[config.mk]
export PLATFORM = sky130hd
export DESIGN_NAME = load_cell_settle_classify
export DESIGN_NICKNAME = d
export VERILOG_FILES = /design/src/sv/lcsc_pkg.sv /design/src/sv/lcsc_cal.sv /design/src/sv/lcsc_settle.sv /design/src/sv/load_cell_settle_classify.sv
export SDC_FILE = /design/constraint.sdc
export NUM_CORES = 2
export LEC_CHECK = 0
export ABC_AREA = 1
export BUFFER_PORTS_ARGS = -buffer_cell sky130_fd_sc_hd__buf_2
export CAP_MARGIN = 20
export CELL_PAD_IN_SITES_DETAIL_PLACEMENT = 2
export CELL_PAD_IN_SITES_GLOBAL_PLACEMENT = 2
export CORE_ASPECT_RATIO = 0.9
export CORE_MARGIN = 2
export CORE_UTILIZATION = 35
export CTS_CLUSTER_SIZE = 20
export DETAILED_ROUTE_END_ITERATION = 7
export PLACE_DENSITY_LB_ADDON = 0.1
export SLEW_MARGIN = 20
export SYNTH_ARGS = -nofsm -noshare
export SYNTH_HDL_FRONTEND = slang
export SYNTH_HIERARCHICAL = 1
export SYNTH_SLANG_ARGS = --single-unit
[constraint.sdc]
create_clock -name clk -period 7.65 [get_ports clk]
set_input_delay 1.1475 -clock clk [delete_from_list [all_inputs] [get_ports clk]]
set_output_delay 1.1475 -clock clk [all_outputs]
set_load 0.02 [all_outputs]
[src/sv/lcsc_pkg.sv]
// ----------------------------------------------------------------------------
// lcsc_pkg
// shared constants and types for the load cell settle and classify block
// ----------------------------------------------------------------------------
package lcsc_pkg;

    localparam int NUM_CELLS  = 3;
    localparam int RAW_W      = 16;
    localparam int GAIN_W     = 15;
    localparam int PROD_W     = RAW_W + GAIN_W;
    localparam int QUO_W      = 17;
    localparam int OFS_W      = 17;
    localparam int WEIGHT_W   = 19;
    localparam int TARGET_W   = 16;
    localparam int RUN_W      = 4;
    localparam int CLASS_W    = 2;
    localparam int CFG_IDX_W  = 1;
    localparam int CFG_DATA_W = 19;

    localparam logic [RUN_W-1:0] SETTLE_RUN = 4'd10;

    // x / 10000 == (x * RECIP) >> RECIP_SHIFT, exact for any 32-bit x
    localparam logic [31:0] RECIP       = 32'hD1B7_1759;
    localparam int          RECIP_SHIFT = 45;

    // magnitude of the negative gain per cell
    localparam logic [GAIN_W-1:0] CELL_GAIN [NUM_CELLS] = '{
        15'd16398, 15'd16521, 15'd16722
    };
    localparam logic [OFS_W-1:0] CELL_OFS [NUM_CELLS] = '{
        17'd60630, 17'd64998, 17'd65884
    };

    localparam logic [CFG_IDX_W-1:0] REG_TARE   = 1'b0;
    localparam logic [CFG_IDX_W-1:0] REG_TARGET = 1'b1;

    localparam logic [CLASS_W-1:0] CLS_CORRECT = 2'd0;
    localparam logic [CLASS_W-1:0] CLS_EMPTY   = 2'd1;
    localparam logic [CLASS_W-1:0] CLS_WRONG   = 2'd2;

    typedef struct packed {
        logic                       valid;
        logic signed [WEIGHT_W-1:0] total;
    } lcsc_total_t;

endpackage

[src/sv/lcsc_cal.sv]
// ----------------------------------------------------------------------------
// lcsc_cal
// four-stage calibration pipeline: raw readings to summed grams
// ----------------------------------------------------------------------------
module lcsc_cal
(
    input  logic                          clk,
    input  logic                          rst_n,
    input  logic                          in_valid,
    output logic                          in_ready,
    input  logic [lcsc_pkg::RAW_W-1:0]    cell_raw_0,
    input  logic [lcsc_pkg::RAW_W-1:0]    cell_raw_1,
    input  logic [lcsc_pkg::RAW_W-1:0]    cell_raw_2,
    output lcsc_pkg::lcsc_total_t         tot,
    input  logic                          tot_ready
);

    logic                          v1_reg, v2_reg, v3_reg, v4_reg;
    logic                          adv1, adv2, adv3, adv4;
    logic [lcsc_pkg::RAW_W-1:0]    raw_reg  [lcsc_pkg::NUM_CELLS];
    logic [lcsc_pkg::PROD_W-1:0]   prod_reg [lcsc_pkg::NUM_CELLS];
    logic [lcsc_pkg::QUO_W-1:0]    quo_reg  [lcsc_pkg::NUM_CELLS];
    logic [lcsc_pkg::PROD_W-1:0]   prod_next [lcsc_pkg::NUM_CELLS];
    logic [lcsc_pkg::QUO_W-1:0]    quo_next  [lcsc_pkg::NUM_CELLS];
    logic [63:0]                   recip_prod [lcsc_pkg::NUM_CELLS];
    logic signed [lcsc_pkg::WEIGHT_W-1:0] total_reg, total_next;

    // each stage moves when it is empty or the next one moves
    assign adv4     = !v4_reg || tot_ready;
    assign adv3     = !v3_reg || adv4;
    assign adv2     = !v2_reg || adv3;
    assign adv1     = !v1_reg || adv2;
    assign in_ready = adv1;

    always_comb
    begin
        total_next = '0;
        for (int i = 0; i < lcsc_pkg::NUM_CELLS; i++)
        begin
            prod_next[i]  = lcsc_pkg::PROD_W'(raw_reg[i]) *
                            lcsc_pkg::PROD_W'(lcsc_pkg::CELL_GAIN[i]);
            recip_prod[i] = 64'(prod_reg[i]) * 64'(lcsc_pkg::RECIP);
            quo_next[i]   = recip_prod[i][lcsc_pkg::RECIP_SHIFT +: lcsc_pkg::QUO_W];
            // truncation toward zero of a negative product is minus the quotient
            total_next    = total_next
                          + $signed(lcsc_pkg::WEIGHT_W'(lcsc_pkg::CELL_OFS[i]))
                          - $signed(lcsc_pkg::WEIGHT_W'(quo_reg[i]));
        end
    end

    always_ff @(posedge clk or negedge rst_n)
    begin
        if (!rst_n)
        begin
            v1_reg <= 1'b0;
            v2_reg <= 1'b0;
            v3_reg <= 1'b0;
            v4_reg <= 1'b0;
        end
        else
        begin
            if (adv1)
                v1_reg <= in_valid;
            if (adv2)
                v2_reg <= v1_reg;
            if (adv3)
                v3_reg <= v2_reg;
            if (adv4)
                v4_reg <= v3_reg;
        end
    end

    always_ff @(posedge clk)
    begin
        if (adv1 && in_valid)
        begin
            raw_reg[0] <= cell_raw_0;
            raw_reg[1] <= cell_raw_1;
            raw_reg[2] <= cell_raw_2;
        end
        if (adv2 && v1_reg)
            prod_reg <= prod_next;
        if (adv3 && v2_reg)
            quo_reg <= quo_next;
        if (adv4 && v3_reg)
            total_reg <= total_next;
    end

    assign tot.valid = v4_reg;
    assign tot.total = total_reg;

endmodule

[src/sv/lcsc_settle.sv]
// ----------------------------------------------------------------------------
// lcsc_settle
// settle detector, run counter, classifier and result register
// ----------------------------------------------------------------------------
module lcsc_settle
(
    input  logic                                  clk,
    input  logic                                  rst_n,
    input  lcsc_pkg::lcsc_total_t                 tot,
    output logic                                  tot_ready,
    input  logic signed [lcsc_pkg::WEIGHT_W-1:0]  tare,
    input  logic [lcsc_pkg::TARGET_W-1:0]         target,
    output logic                                  out_valid,
    input  logic                                  out_ready,
    output logic signed [lcsc_pkg::WEIGHT_W-1:0]  total_weight,
    output logic [lcsc_pkg::RUN_W-1:0]            stable_run,
    output logic                                  decided,
    output logic [lcsc_pkg::CLASS_W-1:0]          glass_class
);

    logic signed [lcsc_pkg::WEIGHT_W-1:0] ref_reg, ref_next;
    logic [lcsc_pkg::RUN_W-1:0]           run_reg, run_next, run_new;
    logic                                 out_valid_reg;
    logic signed [lcsc_pkg::WEIGHT_W-1:0] total_reg;
    logic [lcsc_pkg::RUN_W-1:0]           shown_reg;
    logic                                 decided_reg;
    logic [lcsc_pkg::CLASS_W-1:0]         class_reg, class_next;

    logic                                 take;
    logic signed [lcsc_pkg::WEIGHT_W:0]   diff;
    logic                                 near;
    logic                                 dec;
    logic signed [lcsc_pkg::WEIGHT_W:0]   net;
    logic signed [lcsc_pkg::WEIGHT_W+1:0] tgt_err;
    logic                                 is_correct, is_empty;

    assign tot_ready = !out_valid_reg || out_ready;
    assign take      = tot.valid && tot_ready;

    always_comb
    begin
        diff = $signed({ref_reg[lcsc_pkg::WEIGHT_W-1], ref_reg})
             - $signed({tot.total[lcsc_pkg::WEIGHT_W-1], tot.total});
        // a near match is 1 to 9 grams either way, never equal
        near = (diff != '0) && (diff < 20'sd10) && (diff > -20'sd10);
        run_new = near ? run_reg + 4'd1 : '0;
        dec  = run_new >= lcsc_pkg::SETTLE_RUN;

        net  = $signed({tot.total[lcsc_pkg::WEIGHT_W-1], tot.total})
             - $signed({tare[lcsc_pkg::WEIGHT_W-1], tare});
        tgt_err = $signed({5'b0_0000, target})
                - $signed({net[lcsc_pkg::WEIGHT_W], net});
        is_correct = (tgt_err > -21'sd20) && (tgt_err < 21'sd20);
        is_empty   = (net > -20'sd60) && (net < 20'sd60);

        if (!dec || is_correct)
            class_next = lcsc_pkg::CLS_CORRECT;
        else if (is_empty)
            class_next = lcsc_pkg::CLS_EMPTY;
        else
            class_next = lcsc_pkg::CLS_WRONG;

        // a verdict sends the detector back to its reset state
        if (dec)
        begin
            ref_next = '0;
            run_next = '0;
        end
        else
        begin
            ref_next = near ? ref_reg : tot.total;
            run_next = run_new;
        end
    end

    always_ff @(posedge clk or negedge rst_n)
    begin
        if (!rst_n)
        begin
            ref_reg       <= '0;
            run_reg       <= '0;
            out_valid_reg <= 1'b0;
        end
        else
        begin
            if (take)
            begin
                ref_reg       <= ref_next;
                run_reg       <= run_next;
                out_valid_reg <= 1'b1;
            end
            else if (out_ready)
                out_valid_reg <= 1'b0;
        end
    end

    always_ff @(posedge clk)
    begin
        if (take)
        begin
            total_reg   <= tot.total;
            shown_reg   <= run_new;
            decided_reg <= dec;
            class_reg   <= class_next;
        end
    end

    assign out_valid    = out_valid_reg;
    assign total_weight = total_reg;
    assign stable_run   = shown_reg;
    assign decided      = decided_reg;
    assign glass_class  = class_reg;

endmodule

[src/sv/load_cell_settle_classify.sv]
// ----------------------------------------------------------------------------
// load_cell_settle_classify
// calibrates three load cells, detects a settled weight and classifies it
// ----------------------------------------------------------------------------
// path: an accepted word passes the four calibration stages, then the result
//   register of the settle stage, before it shows on out_valid
// throughput: one word per cycle while out_ready does not stall the pipeline
// reset: rst_n clears tare, target, reference weight, run count and all valids
// ----------------------------------------------------------------------------
module load_cell_settle_classify
(
    input  logic                                    clk,
    input  logic                                    rst_n,
    input  logic                                    in_valid,
    output logic                                    in_ready,
    input  logic [lcsc_pkg::RAW_W-1:0]              cell_raw_0,
    input  logic [lcsc_pkg::RAW_W-1:0]              cell_raw_1,
    input  logic [lcsc_pkg::RAW_W-1:0]              cell_raw_2,
    output logic                                    out_valid,
    input  logic                                    out_ready,
    output logic signed [lcsc_pkg::WEIGHT_W-1:0]    total_weight,
    output logic [lcsc_pkg::RUN_W-1:0]              stable_run,
    output logic                                    decided,
    output logic [lcsc_pkg::CLASS_W-1:0]            glass_class,
    input  logic                                    cfg_valid,
    output logic                                    cfg_ready,
    input  logic [lcsc_pkg::CFG_IDX_W-1:0]          cfg_index,
    input  logic [lcsc_pkg::CFG_DATA_W-1:0]         cfg_data
);

    logic signed [lcsc_pkg::WEIGHT_W-1:0] tare_reg;
    logic [lcsc_pkg::TARGET_W-1:0]        target_reg;
    lcsc_pkg::lcsc_total_t                tot;
    logic                                 tot_ready;

    assign cfg_ready = 1'b1;

    always_ff @(posedge clk or negedge rst_n)
    begin
        if (!rst_n)
        begin
            tare_reg   <= '0;
            target_reg <= '0;
        end
        else if (cfg_valid)
        begin
            case (cfg_index)
                lcsc_pkg::REG_TARE:
                    tare_reg <= $signed(cfg_data[lcsc_pkg::WEIGHT_W-1:0]);
                lcsc_pkg::REG_TARGET:
                    target_reg <= cfg_data[lcsc_pkg::TARGET_W-1:0];
                default:
                    ;
            endcase
        end
    end

    lcsc_cal u_cal
    (
        .clk        (clk),
        .rst_n      (rst_n),
        .in_valid   (in_valid),
        .in_ready   (in_ready),
        .cell_raw_0 (cell_raw_0),
        .cell_raw_1 (cell_raw_1),
        .cell_raw_2 (cell_raw_2),
        .tot        (tot),
        .tot_ready  (tot_ready)
    );

    lcsc_settle u_settle
    (
        .clk          (clk),
        .rst_n        (rst_n),
        .tot          (tot),
        .tot_ready    (tot_ready),
        .tare         (tare_reg),
        .target       (target_reg),
        .out_valid    (out_valid),
        .out_ready    (out_ready),
        .total_weight (total_weight),
        .stable_run   (stable_run),
        .decided      (decided),
        .glass_class  (glass_class)
    );

endmodule
After elaboration in Yosys (flattened, before gate mapping)
Memory sizes are Yosys's and may differ from the RTL's.
Index checks and enable logic that the tools add are counted.
W data, S select, Z words.

storage, ports and cells
  flip-flop bits (word level) = 250
  output and inout port bits = 29
  input bits = 73
  memories = 1
  RAM bits = 48
  logic and storage cells = 80

operators by class
  $lt $le $gt $ge = 7
  mux-type cells = 9
  add/subtract/negate cells = 9
  bitwise gates (word level) = 1
  equality and inequality tests = 1
  $mul = 6
  reduce and logical (&&, ||, !) cells = 26

memory list
  memory         depth  width  rd ports  clocked after memory_dff  wr ports  line            source
  u_cal.raw_reg  3      16     3         0                         3         lcsc_cal.sv:20  logic [lcsc_pkg::RAW_W-1:0] raw_reg [lcsc_pkg::NUM_CELLS];

operators with widths
  kind                      number
  $mul A30 B32 Y61 const B  2
  $mul A31 B32 Y62 const B  1
  $mul A16 B14 Y30 const B  2
  $sub A19 B19 Y20          2
  $mux W19                  2
  $sub A19 B18 Y19          2
  $mul A16 B15 Y31 const B  1
  $gt A21 B6 Y1 const B     1
  $lt A21 B6 Y1 const B     1
  $sub A17 B20 Y21          1
  $gt A20 B5 Y1 const B     1
  $gt A20 B7 Y1 const B     1
  $lt A20 B5 Y1 const B     1
  $lt A20 B7 Y1 const B     1
  $reduce_bool A20 Y1       1
  $add A19 B17 Y19 const B  1
  $add A19 B18 Y19 const B  1
  $sub A16 B17 Y18 const A  1
  $logic_and A1 B1 Y1       9
  $mux W4                   2
  $logic_not A1 Y1          6
  $logic_or A1 B1 Y1        6
  $reduce_and A2 Y1         3
  $add A4 B1 Y4 const B     1
  6 further kinds           9

Depth between registers and ports, before layout
  depth after elaboration = 9
  gate-level depth with buffers = 32

Cells and area by module
The synthesis kept the hierarchy.

modules (own cells, without submodules)
  module                     cells each  sequential area each (um^2)  area an instance (um^2)  instances
  lcsc_cal                   7813        6376.1                       70217.3                  1
  lcsc_settle                954         1381.3                       5965.7                   1
  load_cell_settle_classify  155         875.8                        1483.9                   1

Worst setup path before layout
OpenSTA, ideal clock, no wires.

  path type = register to register
  start point = register u_cal/prod_reg[14] in the netlist's numbering
  end point = register u_cal/quo_reg[7] in the netlist's numbering, data pin
  cell stages (with the launch flop) = 27
  library setup time = 0.253 ns
  slack = 1.401 ns
  data arrival time = 5.996 ns
  cells stage by stage = edfxtp_1 -> fa_1 -> fa_1 -> inv_1 -> fa_1 -> inv_1 -> fa_1 -> inv_1 -> fa_1 -> inv_1 -> fa_1 -> fa_1 -> inv_1 -> fa_1 -> inv_1 -> ha_1 -> nand2_1 -> nand2_1 -> o21bai_1 -> nand2_1 -> nand2_1 -> inv_1 -> nor2_1 -> nor2_1 -> nand3_1 -> nand2_1 -> nand2_1

RTL lines
  element                   line            source
  start: declaration        lcsc_cal.sv:21  logic [lcsc_pkg::PROD_W-1:0] prod_reg [lcsc_pkg::NUM_CELLS];
  start signal: assignment  lcsc_cal.sv:82  prod_reg <= prod_next;
  end signal: assignment    lcsc_cal.sv:84  quo_reg <= quo_next;
  end: declaration          lcsc_cal.sv:22  logic [lcsc_pkg::QUO_W-1:0] quo_reg [lcsc_pkg::NUM_CELLS];

==> metrics.cfg <==
[timing]
clock_skew_ns=0.0495
finalSetupViolations=0
post-route-period-util_pct=95.3
worst_slack_ns=0.358
final.min_clock_period_ns=7.29
tightest_slew_ns=1.06
clock.fmax_mhz=137
maxSlewViolCount=0
setup-tns-final_ns=0
slew_headroom_pct=29.6
rsz0062_at_grt=false
final_hold_viol_count=0

[logic_synthesis]
syn_nets=11700
synth-edff-count=235
synth_cell_type_count=60
ys.flop_type=edfxtp_1
synth_top_area_share_pct=34.1
avgSynthCellArea_um2=8.71
synthCells=8922
netlist_area_mm2=0.0777
async_reset_ff_share_pct=21.1
seq_area_frac_synth_pct=11.1
ys_seq_elements=298
yosysWarnings=6
synth.area.top_cells=fa_1, ha_1, inv_1
synth_area_leader_cell=fa_1

[grt]
grt_pass1_wl_mm=431
grt_pass1_vias=68700
grt.total_usage_pct=25.3
antenna_found_initial=2
grt_start_max_net_pins=64
grt_overflow=0

[setup_path]
timing.critical_path.from_type=flip-flop
cp_max_fo=7
worstPathArrival_ns=7.70
end_kind=flip-flop
critPathRequiredTime_ns=8.06
path_class=reg2reg

[route]
ant_nets=0
first_pass_iters=5
routed_via_density=4.89
drtIter0Drc=2513
totalWireLength_mm=282
wl_per_cell_um=23.4
vias=58900
drc_errors=0

[floorplanning]
start_util_pct=35.1
dieHeight_um=451
row_count=164
die_w_um=501
die_area_mm2=0.226
core_mm2=0.221
io_pins=102

[cts]
clkSlewWorstSetupHoldPaths_ns=0.06
cts_tree=built
cts_buffer_depth=3
h-tree-depth=2
postCtsHoldBufs=0
clock_latency_ns=0.72
clock-sinks=298
root_buffer=clkbuf_16
cts-buffers-inserted=49

[cells_and_area]
drive_above_1_share_pct=3.77
nets=11900
antennaDiodeCount=0
area_growth_pct=7.83
final_cell_mix=inv_1, nand2_1, ha_1
largest_reg_flops=91
final_common_cell=inv_1

[status]
run_status=completed

[place]
dpl_worst_slack_ns=0.121
hpwl_mm=256
gp_congestion=0.946
io_buffers=100

[worst_hold_path]
hold_class=reg2reg

[flow_run]
drv_cap=0

[logic make-up after synthesis]
kind of cell / count (synthesis) / synth area share (%)
adder cells (fa/ha/maj): 2710 / 56.4
AO/OA/AOI/OAI: 588 / 4.19
XOR/XNOR: 124 / 1.41
flip-flops: 298 / 11.1
other: 1 / 0.00483
AND/OR/NAND/NOR: 2553 / 14.0
buffers and inverters: 2648 / 12.9
[worst paths after layout]
kind / start / endpoint / slack, ns / depth (start not counted)
max reg2reg: u_cal/prod_reg[70] / u_cal/quo_reg[45] / 0.36 / 23
min in group asynchronous: rst_n / target_reg[15] / 0.67 / 2
min reg2reg: u_cal/v3_reg / u_cal/v4_reg / 0.46 / 2
max: u_cal/prod_reg[70] / u_cal/quo_reg[45] / 0.36 / 23
max in group asynchronous: rst_n / tare_reg[5] / 6.37 / 2
min: u_cal/v3_reg / u_cal/v4_reg / 0.46 / 2
[cells in the mapped netlist (3+ instances only)]
cell type,number
inv_1,2617
nand2_1,1520
ha_1,1388
fa_1,1322
nor2_1,431
a21oi_1,325
nand3_1,307
edfxtp_1,235
o21ai_0,144
nand4_1,102
xor2_1,86
dfrtp_1,63
nor3_1,52
o21bai_1,49
xnor2_1,37
nand2_2,26
nor2_2,22
nand3_2,18
or2_2,16
a21o_1,15
nor3_2,11
inv_2,10
nand3b_1,10
o21ai_1,9
a31oi_1,8
nor4_1,8
o21a_1,8
a21boi_0,7
buf_4,7
nor2_4,6
and2_1,5
and3_1,5
buf_2,5
o21ai_2,5
a21oi_2,4
buf_6,4
nor4_2,3
or2_1,3
[routing by layer]
layer,wire (um),GRT usage (%),part of all wire (%),vias to the layer above
met2,134000,43.0,47,736
met1,134000,35.2,48,30500
met3,7710,1.97,2.7,236
met5,14,0,0.0050,-
met4,6200,5.21,2.2,2
li1,-,-,-,27400
[critical path, stage by stage, from the launching register on]
cell      delay, ns
edfxtp_1       0.63
inv_1          0.26
fa_1           0.52
fa_1           0.54
fa_1           0.55
fa_1           0.52
inv_1          0.07
fa_1           0.55
inv_1          0.07
fa_1           0.53
inv_1          0.05
fa_1           0.48
inv_1          0.05
fa_1           0.50
inv_1          0.04
ha_1           0.31
a21oi_1        0.23
nand2_1        0.17
a21oi_1        0.34
nor2_1         0.08
o21ai_0        0.27
nand3_1        0.13
nand2_1        0.08
nand2_1        0.07
[area by class of cell]
| class | count | area (um2) |
|---|---|---|
| multi-input combinational | 5976 | 59000 |
| inverter | 2629 | 9870 |
| clock buffer | 57 | 1260 |
| clock inverter | 35 | 587 |
| fill | 24800 | 137000 |
| tap | 2905 | 3630 |
| timing repair buffer | 131 | 733 |
| sequential | 298 | 8630 |
[timing repair]
action / in CTS / in global routing
buffers inserted: 0 / 6
endpoints found under the hold margin: 0 / 0
setup endpoints to repair: 0 / 17
resized for setup: 0 / 2
[per-stage QoR]
step / instances / hold slack (ns) / util (%) / instance area [um2]
6_report: 12000 / 0.465 / 37.9 / 83700
3_3_place_gp: 11900 / 0.445 / 37.0 / 81900
2_1_floorplan: 8922 / 0.434 / - / 77700
3_5_place_dp: 11900 / 0.460 / 37.0 / 81900
5_1_grt: 12000 / 0.491 / 37.9 / 83700
4_1_cts: 12000 / 0.474 / 37.8 / 83700
Power is not shown: default switching activity piles up to over one toggle a cycle in this logic, so the estimate is an artifact.
